$ cat src/design/infix_to_postfix_converter_top_macros.svh
// Assertion helpers shared by the converter RTL.
// Both expect signals named clk and arst_n in the enclosing module.
`ifndef INFIX_TO_POSTFIX_CONVERTER_TOP_MACROS_SVH
`define INFIX_TO_POSTFIX_CONVERTER_TOP_MACROS_SVH

// Property that must hold at every clock edge out of reset.
`define I2P_ASSERT(lbl, prop, msg) \
	lbl: assert property (@(posedge clk) disable iff (!arst_n) (prop)) else $error(msg);

// Condition in one cycle implies a condition in the next.
`define I2P_ASSERT_NEXT(lbl, ante, cons, msg) \
	lbl: assert property (@(posedge clk) disable iff (!arst_n) (ante) |=> (cons)) \
		else $error(msg);

`endif

$ cat src/design/i2p_pkg.sv
package i2p_pkg;

	// default operator stack depth
	localparam int STACK_DEPTH = 32;

	// stacked operator codes
	typedef enum logic [2:0] {
		OP_ADD  = 3'd0,
		OP_SUB  = 3'd1,
		OP_MUL  = 3'd2,
		OP_DIV  = 3'd3,
		OP_POW  = 3'd4,
		OP_LPAR = 3'd5
	} op_code_t;

	// shift control for the stack cells
	typedef struct packed {
		logic push;
		logic pop;
	} cell_ctl_t;

	// ASCII codes
	localparam logic [7:0] CH_PLUS  = 8'h2B;
	localparam logic [7:0] CH_MINUS = 8'h2D;
	localparam logic [7:0] CH_STAR  = 8'h2A;
	localparam logic [7:0] CH_SLASH = 8'h2F;
	localparam logic [7:0] CH_CARET = 8'h5E;
	localparam logic [7:0] CH_LPAR  = 8'h28;
	localparam logic [7:0] CH_RPAR  = 8'h29;
	localparam logic [7:0] CH_DOT   = 8'h2E;
	localparam logic [7:0] CH_SPACE = 8'h20;
	localparam logic [7:0] CH_0     = 8'h30;
	localparam logic [7:0] CH_9     = 8'h39;
	localparam logic [7:0] CH_UA    = 8'h41;
	localparam logic [7:0] CH_UZ    = 8'h5A;
	localparam logic [7:0] CH_LA    = 8'h61;
	localparam logic [7:0] CH_LZ    = 8'h7A;

	// letters, digits and the decimal point pass through
	function automatic logic is_operand(logic [7:0] c);
		return (c >= CH_0 && c <= CH_9) || (c >= CH_UA && c <= CH_UZ) ||
			(c >= CH_LA && c <= CH_LZ) || c == CH_DOT;
	endfunction

	function automatic logic is_operator(logic [7:0] c);
		return c == CH_PLUS || c == CH_MINUS || c == CH_STAR || c == CH_SLASH ||
			c == CH_CARET;
	endfunction

	function automatic op_code_t op_code(logic [7:0] c);
		op_code_t k;
		case (c)
			CH_PLUS:  k = OP_ADD;
			CH_MINUS: k = OP_SUB;
			CH_STAR:  k = OP_MUL;
			CH_SLASH: k = OP_DIV;
			CH_CARET: k = OP_POW;
			default:  k = OP_LPAR;
		endcase
		return k;
	endfunction

	function automatic logic [7:0] code_char(op_code_t k);
		logic [7:0] c;
		case (k)
			OP_ADD:  c = CH_PLUS;
			OP_SUB:  c = CH_MINUS;
			OP_MUL:  c = CH_STAR;
			OP_DIV:  c = CH_SLASH;
			OP_POW:  c = CH_CARET;
			default: c = CH_LPAR;
		endcase
		return c;
	endfunction

	// precedence; '(' ranks below every operator
	function automatic logic [1:0] prec(op_code_t k);
		logic [1:0] p;
		case (k)
			OP_ADD, OP_SUB: p = 2'd1;
			OP_MUL, OP_DIV: p = 2'd2;
			OP_POW:         p = 2'd3;
			default:        p = 2'd0;
		endcase
		return p;
	endfunction

endpackage

$ cat src/design/i2p_cell.sv
// One operator stack entry. Push takes the entry nearer the top,
// pop takes the entry farther from it.
module i2p_cell (
	input  logic                clk,
	input  i2p_pkg::cell_ctl_t  ctl,
	input  i2p_pkg::op_code_t   above,
	input  i2p_pkg::op_code_t   below,
	output i2p_pkg::op_code_t   entry
);

	i2p_pkg::op_code_t entry_q;

	// shift with the neighbors
	always_ff @(posedge clk) begin
		if (ctl.push) begin
			entry_q <= above;
		end else if (ctl.pop) begin
			entry_q <= below;
		end
	end

	assign entry = entry_q;

endmodule

$ cat src/design/infix_to_postfix_converter_top.sv
// Channel  Direction  Handshake             Beat payload
// in       input      in_valid / in_stall   in_char, end_of_expr
// res      output     res_valid / res_stall out_char, out_valid, expr_done, syntax_error
//
// One character at a time: each is accepted in idle and then decoded. ')' pops its
// operators one by one, then drops its '(' in a further step when operators sat
// above it; an operator pops the entries that rank at or above it, then pushes.
// The end flush pops every entry and then closes.
// The stack is a row of cells; it shifts by one entry per cycle unless a stall holds it.
// arst_n clears control state; stack contents are undefined until pushed.
// A stalled result holds the output register; the block waits before its next beat.
module infix_to_postfix_converter_top #(
	parameter int STACK_DEPTH = i2p_pkg::STACK_DEPTH
) (
	input  logic       clk,
	input  logic       arst_n,
	input  logic       in_valid,
	output logic       in_stall,
	input  logic [7:0] in_char,
	input  logic       end_of_expr,
	output logic       res_valid,
	input  logic       res_stall,
	output logic [7:0] out_char,
	output logic       out_valid,
	output logic       expr_done,
	output logic       syntax_error
);

	`include "infix_to_postfix_converter_top_macros.svh"

	localparam int CNT_W = $clog2(STACK_DEPTH + 1);
	localparam logic [CNT_W-1:0] FULL = CNT_W'(STACK_DEPTH);
	localparam logic [CNT_W-1:0] ONE  = CNT_W'(1);
	localparam logic [CNT_W-1:0] TWO  = CNT_W'(2);

	typedef enum logic [4:0] {
		ST_IDLE   = 5'b00001,
		ST_DECODE = 5'b00010,
		ST_CLOSE  = 5'b00100,
		ST_OPPOP  = 5'b01000,
		ST_FLUSH  = 5'b10000
	} state_t;

	state_t             state_q, state_d;
	logic [7:0]         char_q;
	logic               last_q;
	logic [CNT_W-1:0]   cnt_q, cnt_d;
	logic [CNT_W-1:0]   open_q, open_d;
	logic               err_q, err_d;
	logic               emitted_q, emitted_d;

	logic               res_valid_q;
	logic [7:0]         out_char_q;
	logic               out_valid_q, expr_done_q, syntax_error_q;

	i2p_pkg::op_code_t  stk [STACK_DEPTH];
	i2p_pkg::cell_ctl_t cell_ctl;
	i2p_pkg::op_code_t  push_code;

	logic               accept, can_emit;
	logic               emit, emit_vld, emit_done, emit_err;
	logic [7:0]         emit_char;

	// stack cell row, entry 0 is the top
	for (genvar i = 0; i < STACK_DEPTH; i++) begin : g_cell
		i2p_pkg::op_code_t above, below;
		if (i == 0) begin : g_top
			assign above = push_code;
		end else begin : g_mid
			assign above = stk[i-1];
		end
		if (i == STACK_DEPTH - 1) begin : g_bot
			assign below = stk[i];
		end else begin : g_up
			assign below = stk[i+1];
		end
		i2p_cell u_cell (
			.clk   (clk),
			.ctl   (cell_ctl),
			.above (above),
			.below (below),
			.entry (stk[i])
		);
	end

	// character classes and step checks
	i2p_pkg::op_code_t cur_code, top_code, nxt_code;
	logic is_opnd, is_lp, is_rp, is_op, top_ge, full, ovf, step_err, open_left, final_err;

	always_comb begin
		cur_code  = i2p_pkg::op_code(char_q);
		top_code  = stk[0];
		nxt_code  = stk[1];
		is_opnd   = i2p_pkg::is_operand(char_q);
		is_lp     = char_q == i2p_pkg::CH_LPAR;
		is_rp     = char_q == i2p_pkg::CH_RPAR;
		is_op     = i2p_pkg::is_operator(char_q);
		top_ge    = (cnt_q != '0) && (i2p_pkg::prec(top_code) >= i2p_pkg::prec(cur_code));
		full      = cnt_q == FULL;
		ovf       = (is_lp && full) || (is_op && full && !top_ge);
		step_err  = ovf || (is_rp && open_q == '0);
		open_left = (is_lp && !ovf) || (is_rp ? (open_q > ONE) : (open_q != '0));
		final_err = err_q || step_err || open_left;
	end

	assign accept   = in_valid && !in_stall;
	assign in_stall = state_q != ST_IDLE;
	assign can_emit = !res_valid_q || !res_stall;

	// sequencer
	always_comb begin
		state_d   = state_q;
		cnt_d     = cnt_q;
		open_d    = open_q;
		err_d     = err_q;
		emitted_d = emitted_q;
		cell_ctl  = '0;
		push_code = cur_code;
		emit      = 1'b0;
		emit_char = i2p_pkg::CH_SPACE;
		emit_vld  = 1'b1;
		emit_done = 1'b0;
		emit_err  = 1'b0;
		case (state_q)
			ST_IDLE: begin
				if (accept) begin
					emitted_d = 1'b0;
					state_d   = ST_DECODE;
				end
			end
			ST_DECODE: begin
				if (last_q && final_err) begin
					if (can_emit) begin
						emit      = 1'b1;
						emit_char = '0;
						emit_vld  = 1'b0;
						emit_done = 1'b1;
						emit_err  = 1'b1;
						cnt_d     = '0;
						open_d    = '0;
						err_d     = 1'b0;
						state_d   = ST_IDLE;
					end
				end else if (err_q) begin
					state_d = ST_IDLE;
				end else if (step_err) begin
					err_d   = 1'b1;
					state_d = ST_IDLE;
				end else if (is_opnd) begin
					if (can_emit) begin
						emit      = 1'b1;
						emit_char = char_q;
						emit_done = last_q && cnt_q == '0;
						emitted_d = 1'b1;
						state_d   = last_q ? ST_FLUSH : ST_IDLE;
					end
				end else if (is_lp) begin
					cell_ctl.push = 1'b1;
					cnt_d   = cnt_q + ONE;
					open_d  = open_q + ONE;
					state_d = last_q ? ST_FLUSH : ST_IDLE;
				end else if (is_rp) begin
					if (top_code == i2p_pkg::OP_LPAR) begin
						cell_ctl.pop = 1'b1;
						cnt_d   = cnt_q - ONE;
						open_d  = open_q - ONE;
						state_d = last_q ? ST_FLUSH : ST_IDLE;
					end else begin
						state_d = ST_CLOSE;
					end
				end else if (is_op) begin
					if (can_emit) begin
						emit      = 1'b1;
						emitted_d = 1'b1;
						state_d   = ST_OPPOP;
					end
				end else begin
					state_d = last_q ? ST_FLUSH : ST_IDLE;
				end
			end
			ST_CLOSE: begin
				if (top_code == i2p_pkg::OP_LPAR) begin
					cell_ctl.pop = 1'b1;
					cnt_d   = cnt_q - ONE;
					open_d  = open_q - ONE;
					state_d = last_q ? ST_FLUSH : ST_IDLE;
				end else if (can_emit) begin
					cell_ctl.pop = 1'b1;
					cnt_d     = cnt_q - ONE;
					emit      = 1'b1;
					emit_char = i2p_pkg::code_char(top_code);
					emit_done = last_q && cnt_q == TWO && nxt_code == i2p_pkg::OP_LPAR;
					emitted_d = 1'b1;
				end
			end
			ST_OPPOP: begin
				if (top_ge) begin
					if (can_emit) begin
						cell_ctl.pop = 1'b1;
						cnt_d     = cnt_q - ONE;
						emit      = 1'b1;
						emit_char = i2p_pkg::code_char(top_code);
					end
				end else begin
					cell_ctl.push = 1'b1;
					cnt_d   = cnt_q + ONE;
					state_d = last_q ? ST_FLUSH : ST_IDLE;
				end
			end
			ST_FLUSH: begin
				if (cnt_q != '0) begin
					if (can_emit) begin
						cell_ctl.pop = 1'b1;
						cnt_d     = cnt_q - ONE;
						emit      = 1'b1;
						emit_char = i2p_pkg::code_char(top_code);
						emit_done = cnt_q == ONE;
						emitted_d = 1'b1;
					end
				end else if (!emitted_q) begin
					// empty expression result
					if (can_emit) begin
						emit      = 1'b1;
						emit_char = '0;
						emit_vld  = 1'b0;
						emit_done = 1'b1;
						state_d   = ST_IDLE;
					end
				end else begin
					state_d = ST_IDLE;
				end
			end
			default: begin
				state_d = ST_IDLE;
			end
		endcase
	end

	// control registers
	always_ff @(posedge clk or negedge arst_n) begin
		if (!arst_n) begin
			state_q     <= ST_IDLE;
			cnt_q       <= '0;
			open_q      <= '0;
			err_q       <= 1'b0;
			emitted_q   <= 1'b0;
			res_valid_q <= 1'b0;
		end else begin
			state_q   <= state_d;
			cnt_q     <= cnt_d;
			open_q    <= open_d;
			err_q     <= err_d;
			emitted_q <= emitted_d;
			if (emit) begin
				res_valid_q <= 1'b1;
			end else if (!res_stall) begin
				res_valid_q <= 1'b0;
			end
		end
	end

	// input capture and result payload
	always_ff @(posedge clk) begin
		if (accept) begin
			char_q <= in_char;
			last_q <= end_of_expr;
		end
		if (emit) begin
			out_char_q     <= emit_char;
			out_valid_q    <= emit_vld;
			expr_done_q    <= emit_done;
			syntax_error_q <= emit_err;
		end
	end

	assign res_valid    = res_valid_q;
	assign out_char     = out_char_q;
	assign out_valid    = out_valid_q;
	assign expr_done    = expr_done_q;
	assign syntax_error = syntax_error_q;

	// checks
	`I2P_ASSERT(a_cnt_range, cnt_q <= FULL, "stack count beyond depth")
	`I2P_ASSERT(a_open_le_cnt, open_q <= cnt_q, "open count exceeds stack count")
	`I2P_ASSERT(a_emit_blocked, !(emit && res_valid_q && res_stall), "beat lost under stall")
	`I2P_ASSERT(a_err_beat, !(res_valid_q && syntax_error_q) || (expr_done_q && !out_valid_q), "bad error beat")
	`I2P_ASSERT_NEXT(a_err_clear, emit && emit_done, !err_q, "error flag survived expression end")

endmodule

$ cat config.mk
export PLATFORM = sky130hd
export DESIGN_NAME = infix_to_postfix_converter_top
export DESIGN_NICKNAME = d
export VERILOG_FILES = /design/src/design/i2p_pkg.sv /design/src/design/i2p_cell.sv /design/src/design/infix_to_postfix_converter_top.sv
export VERILOG_INCLUDE_DIRS = /design/src /design/src/design
export SDC_FILE = /design/constraint.sdc
export NUM_CORES = 1
export LEC_CHECK = 0
export ABC_AREA = 1
export ABC_CLOCK_PERIOD_IN_PS = 7380
export BUFFER_PORTS_ARGS = -buffer_cell sky130_fd_sc_hd__buf_2
export CORE_ASPECT_RATIO = 1.2
export CORE_MARGIN = 2
export CORE_UTILIZATION = 44
export CTS_CLUSTER_DIAMETER = 50
export DETAILED_ROUTE_END_ITERATION = 10
export SYNTH_ARGS = -nofsm -noshare
export SYNTH_HDL_FRONTEND = slang
export SYNTH_SLANG_ARGS = --single-unit
$ cat constraint.sdc
create_clock -name clk -period 7.38 [get_ports clk]
set_clock_uncertainty 0.15 [all_clocks]
set_input_delay 1.476 -clock clk [delete_from_list [all_inputs] [get_ports clk]]
set_output_delay 1.476 -clock clk [all_outputs]
set_load 0.01 [all_outputs]
==> run metrics <==
Iteration-0 DRC Markers 427; first-pass GRT wire length 25580 um; final setup fails 0; grt ovf 0; Post-CTS Setup Bufs 0; r2r startpoint char_q[4]$_DFFE_PP_; Yosys cell types 40; setup TNS 0 ns; hold-fix buffers at CTS 0; dpl hpwl 10400 um; crit path cell chain inv_2 > nand2_1 > nor2_4 > nand2_1 > o21ai_0 > a31oi_1 > ha_1 > o21ai_0 > nand2_1 > nand2_1 > nand2_1 > nand2_1 > nand2_1 > nand3_1 > nand2_2 > nand4_1 > nand2_2 > buf_4 > inv_2 > nand4_1 > buf_4; first drt pass iteration count 5; Slew HR 23.57%; Final ANT Viol Nets 0; Tot GR Track Use 18.78%; H-tree depth 4; Longest Clk Path Bufs 2; placed insts 1038; RSZ-0062 raised after global routing no; commonest non-fill, non-tap cell in the layout nand2_1; initial antenna violation count 0; Fin. Hold Viols 0; Mapped Area 7102 um^2; RR Endpoint g_cell[3].u_cell.entry[0]$_DFFE_PP_; Max Fclk 0.2076 GHz; Avg WL per Cell 14.41 um; fin. max-slew vios 0; final WL 15420 um; fin nets 871; Req. time, crit path 7.27 ns; Worst path slowest cell buf_4; clk slew on worst S/H paths 0.06 ns; clock sinks 136; CTS tree built; via count 5584; Core Area 15700 um^2; largest net degree at the start of global routing 98; CP max stage delay 0.85 ns; fin crit period 4.816 ns; total I/O pin count 26; Net Count, Synth 849; # rows 50; Worst Max-Slew Pin Slew 1.146 ns; met2 wire length 7767 um; Reg area 3985 um^2; Initial Util 45.23%; hold crit path type flip-flop to flip-flop; Max IR drop VDD 0.1840 mV; Crit Path Class flip-flop to flip-flop; CP Buf/Inv Count 4; LEAKAGE 0.003489 uW; chip width 120.0 um; crit share post-route 65.26%; latest clock arrival within the worst-skew pair 0.42 ns; clk root buf clkbuf_16; crit end category flip-flop; maximum fanout along the worst path 93; Gate Count Post-Synth 827; Die Ht 143.2 um; crit start category flip-flop; status finished clean; GP Congestion 0.9150; share of layout cells above drive strength 1 9.165%; hold path cells 0; r2r worst-path depth 21; hold_ws 0.3080 ns; port buffer count 25; hold_sp g_cell[30].u_cell.entry[1]$_DFFE_PP_; Most common cell on crit path nand2_1; CP arrival 4.70 ns; max-cap viol count 0; full die area 17180 um^2; vias in the first global route 5480; fin cells 1070; wl on met1 6662 um; Synth warnings 0; reg2reg setup slack 2.56 ns; Hold Path Sink g_cell[31].u_cell.entry[1]$_DFFE_PP_; Ant. Diodes 0; CTS Buf Count 17; sequential share of the synthesized area 56.11%; most frequent cells in the layout 369 x nand2_1, 116 x edfxtp_1, 61 x inv_1, 50 x nor2_1, 36 x o21ai_0; multi-input logic area 2728 um^2; Util after Layout 50.53%; flops & latches, synth 136; Pwr Density 335.8 nW/um^2; fillers 1470; Top Layer Used met4; Avg Inst Size Synth 8.587 um^2; vias per cell 5.219; Routed met3 length 685 um; Resized cells post-CTS 0; P&R area growth vs syn 11.72%; DRC viols 0; critical path's top delay family buffers and inverters
state kept, by name, summed over array words and instances (netlist names):
register and flops:
out_char 8, res_valid 1, state_q 5, last_q 1, syntax_error 1, emitted_q 1, char_q 8, expr_done 1
out_valid 1, err_q 1, cnt_q 6, g_cell.u_cell.entry 96, open_q 6
kinds of logic after synthesis:
kind of cell / Yosys count / synth area share, %
AO/OA/AOI/OAI: 90 / 7.364
XOR/XNOR: 14 / 1.727
adder cells (fa/ha/maj): 9 / 1.586
buffers and inverters: 92 / 5.479
flip-flops: 136 / 56.11
other: 1 / 0.05280
AND/OR/NAND/NOR: 485 / 27.68
metal layers:
| metal | up-vias | GRT usage, % |
|---|---|---|
| met1 | 2613 | 22.92 |
| met4 | 0 | 7.864 |
| li1 | 2776 | - |
| met2 | 170 | 32.33 |
| met3 | 25 | 3.834 |
| met5 | - | 0 |
synth_stat cells:
library cell	count	area (um^2)
buf_2	17	85.08
nand3b_1	1	7.510
edfxtp_1	116	3483
a21oi_1	14	70.07
nor2_4	1	11.26
nor4_1	1	6.260
nor3_2	2	20.02
dfstp_2	1	26.28
buf_6	3	33.78
nor2_1	50	187.7
o41ai_1	1	8.760
a2111oi_0	1	8.760
inv_1	61	229.0
o21ai_1	6	30.03
a31oi_1	5	31.28
nand2_1	369	1385
ha_1	9	112.6
nand2_2	2	12.51
nand3_1	30	150.1
clkinv_1	1	3.750
nor3b_2	1	12.51
o211ai_1	7	52.55
dfrtp_1	19	475.5
xor2_1	11	96.34
a221oi_1	1	8.760
clkbuf_1	4	15.01
o22ai_1	9	56.30
o31ai_1	2	15.01
conb_1	1	3.750
nand4_1	10	62.56
nand3_2	3	30.03
buf_1	1	3.750
nor2_2	2	12.51
nor3_1	11	55.05
xnor2_1	3	26.28
o21ai_0	36	180.2
inv_2	5	18.77
or2_2	2	12.51
o21bai_1	7	52.55
o2111ai_1	1	8.760
power breakdown:
part / switching [uW] / total [uW] / internal [uW]
clock: 361 / 803 / 442
sequential: 105 / 1100 / 992
combinational: 526 / 764 / 238
total: 993 / 2660 / 1670
through the flow:
stage	power (uW)	area [um^2]	worst slack, ns
after global placement	1856	7372	2.657
after detailed placement	1870	7372	2.550
after global routing	2830	7934	2.027
after CTS	2681	7934	2.537
final	2664	7934	2.564
after floorplan	1658	7102	1.032
area by class of cell:
class | instances | share of cell area, %
Clock buffer | 17 | 5.362
Clock inverter | 15 | 1.719
Inverter | 67 | 3.170
Multi-Input combinational cell | 599 | 34.38
Sequential cell | 136 | 50.23
Tap cell | 208 | 3.280
Timing Repair Buffer | 28 | 1.861
worst max-delay path by stage:
stage                                    from                                   end  slack, ns  cells after the start
final                     char_q[4]$_DFFE_PP_   g_cell[3].u_cell.entry[0]$_DFFE_PP_       2.56                     21
after global routing      char_q[4]$_DFFE_PP_   g_cell[3].u_cell.entry[0]$_DFFE_PP_       2.03                     21
after CTS                 char_q[4]$_DFFE_PP_  g_cell[17].u_cell.entry[0]$_DFFE_PP_       2.54                     21
after detailed placement  char_q[4]$_DFFE_PP_  g_cell[24].u_cell.entry[0]$_DFFE_PP_       2.55                     21
after global placement    char_q[4]$_DFFE_PP_  g_cell[23].u_cell.entry[0]$_DFFE_PP_       2.66                     21
after floorplan           char_q[4]$_DFFE_PP_   g_cell[0].u_cell.entry[0]$_DFFE_PP_       1.03                     21
Note: power is estimated with default switching activity, not from simulation.
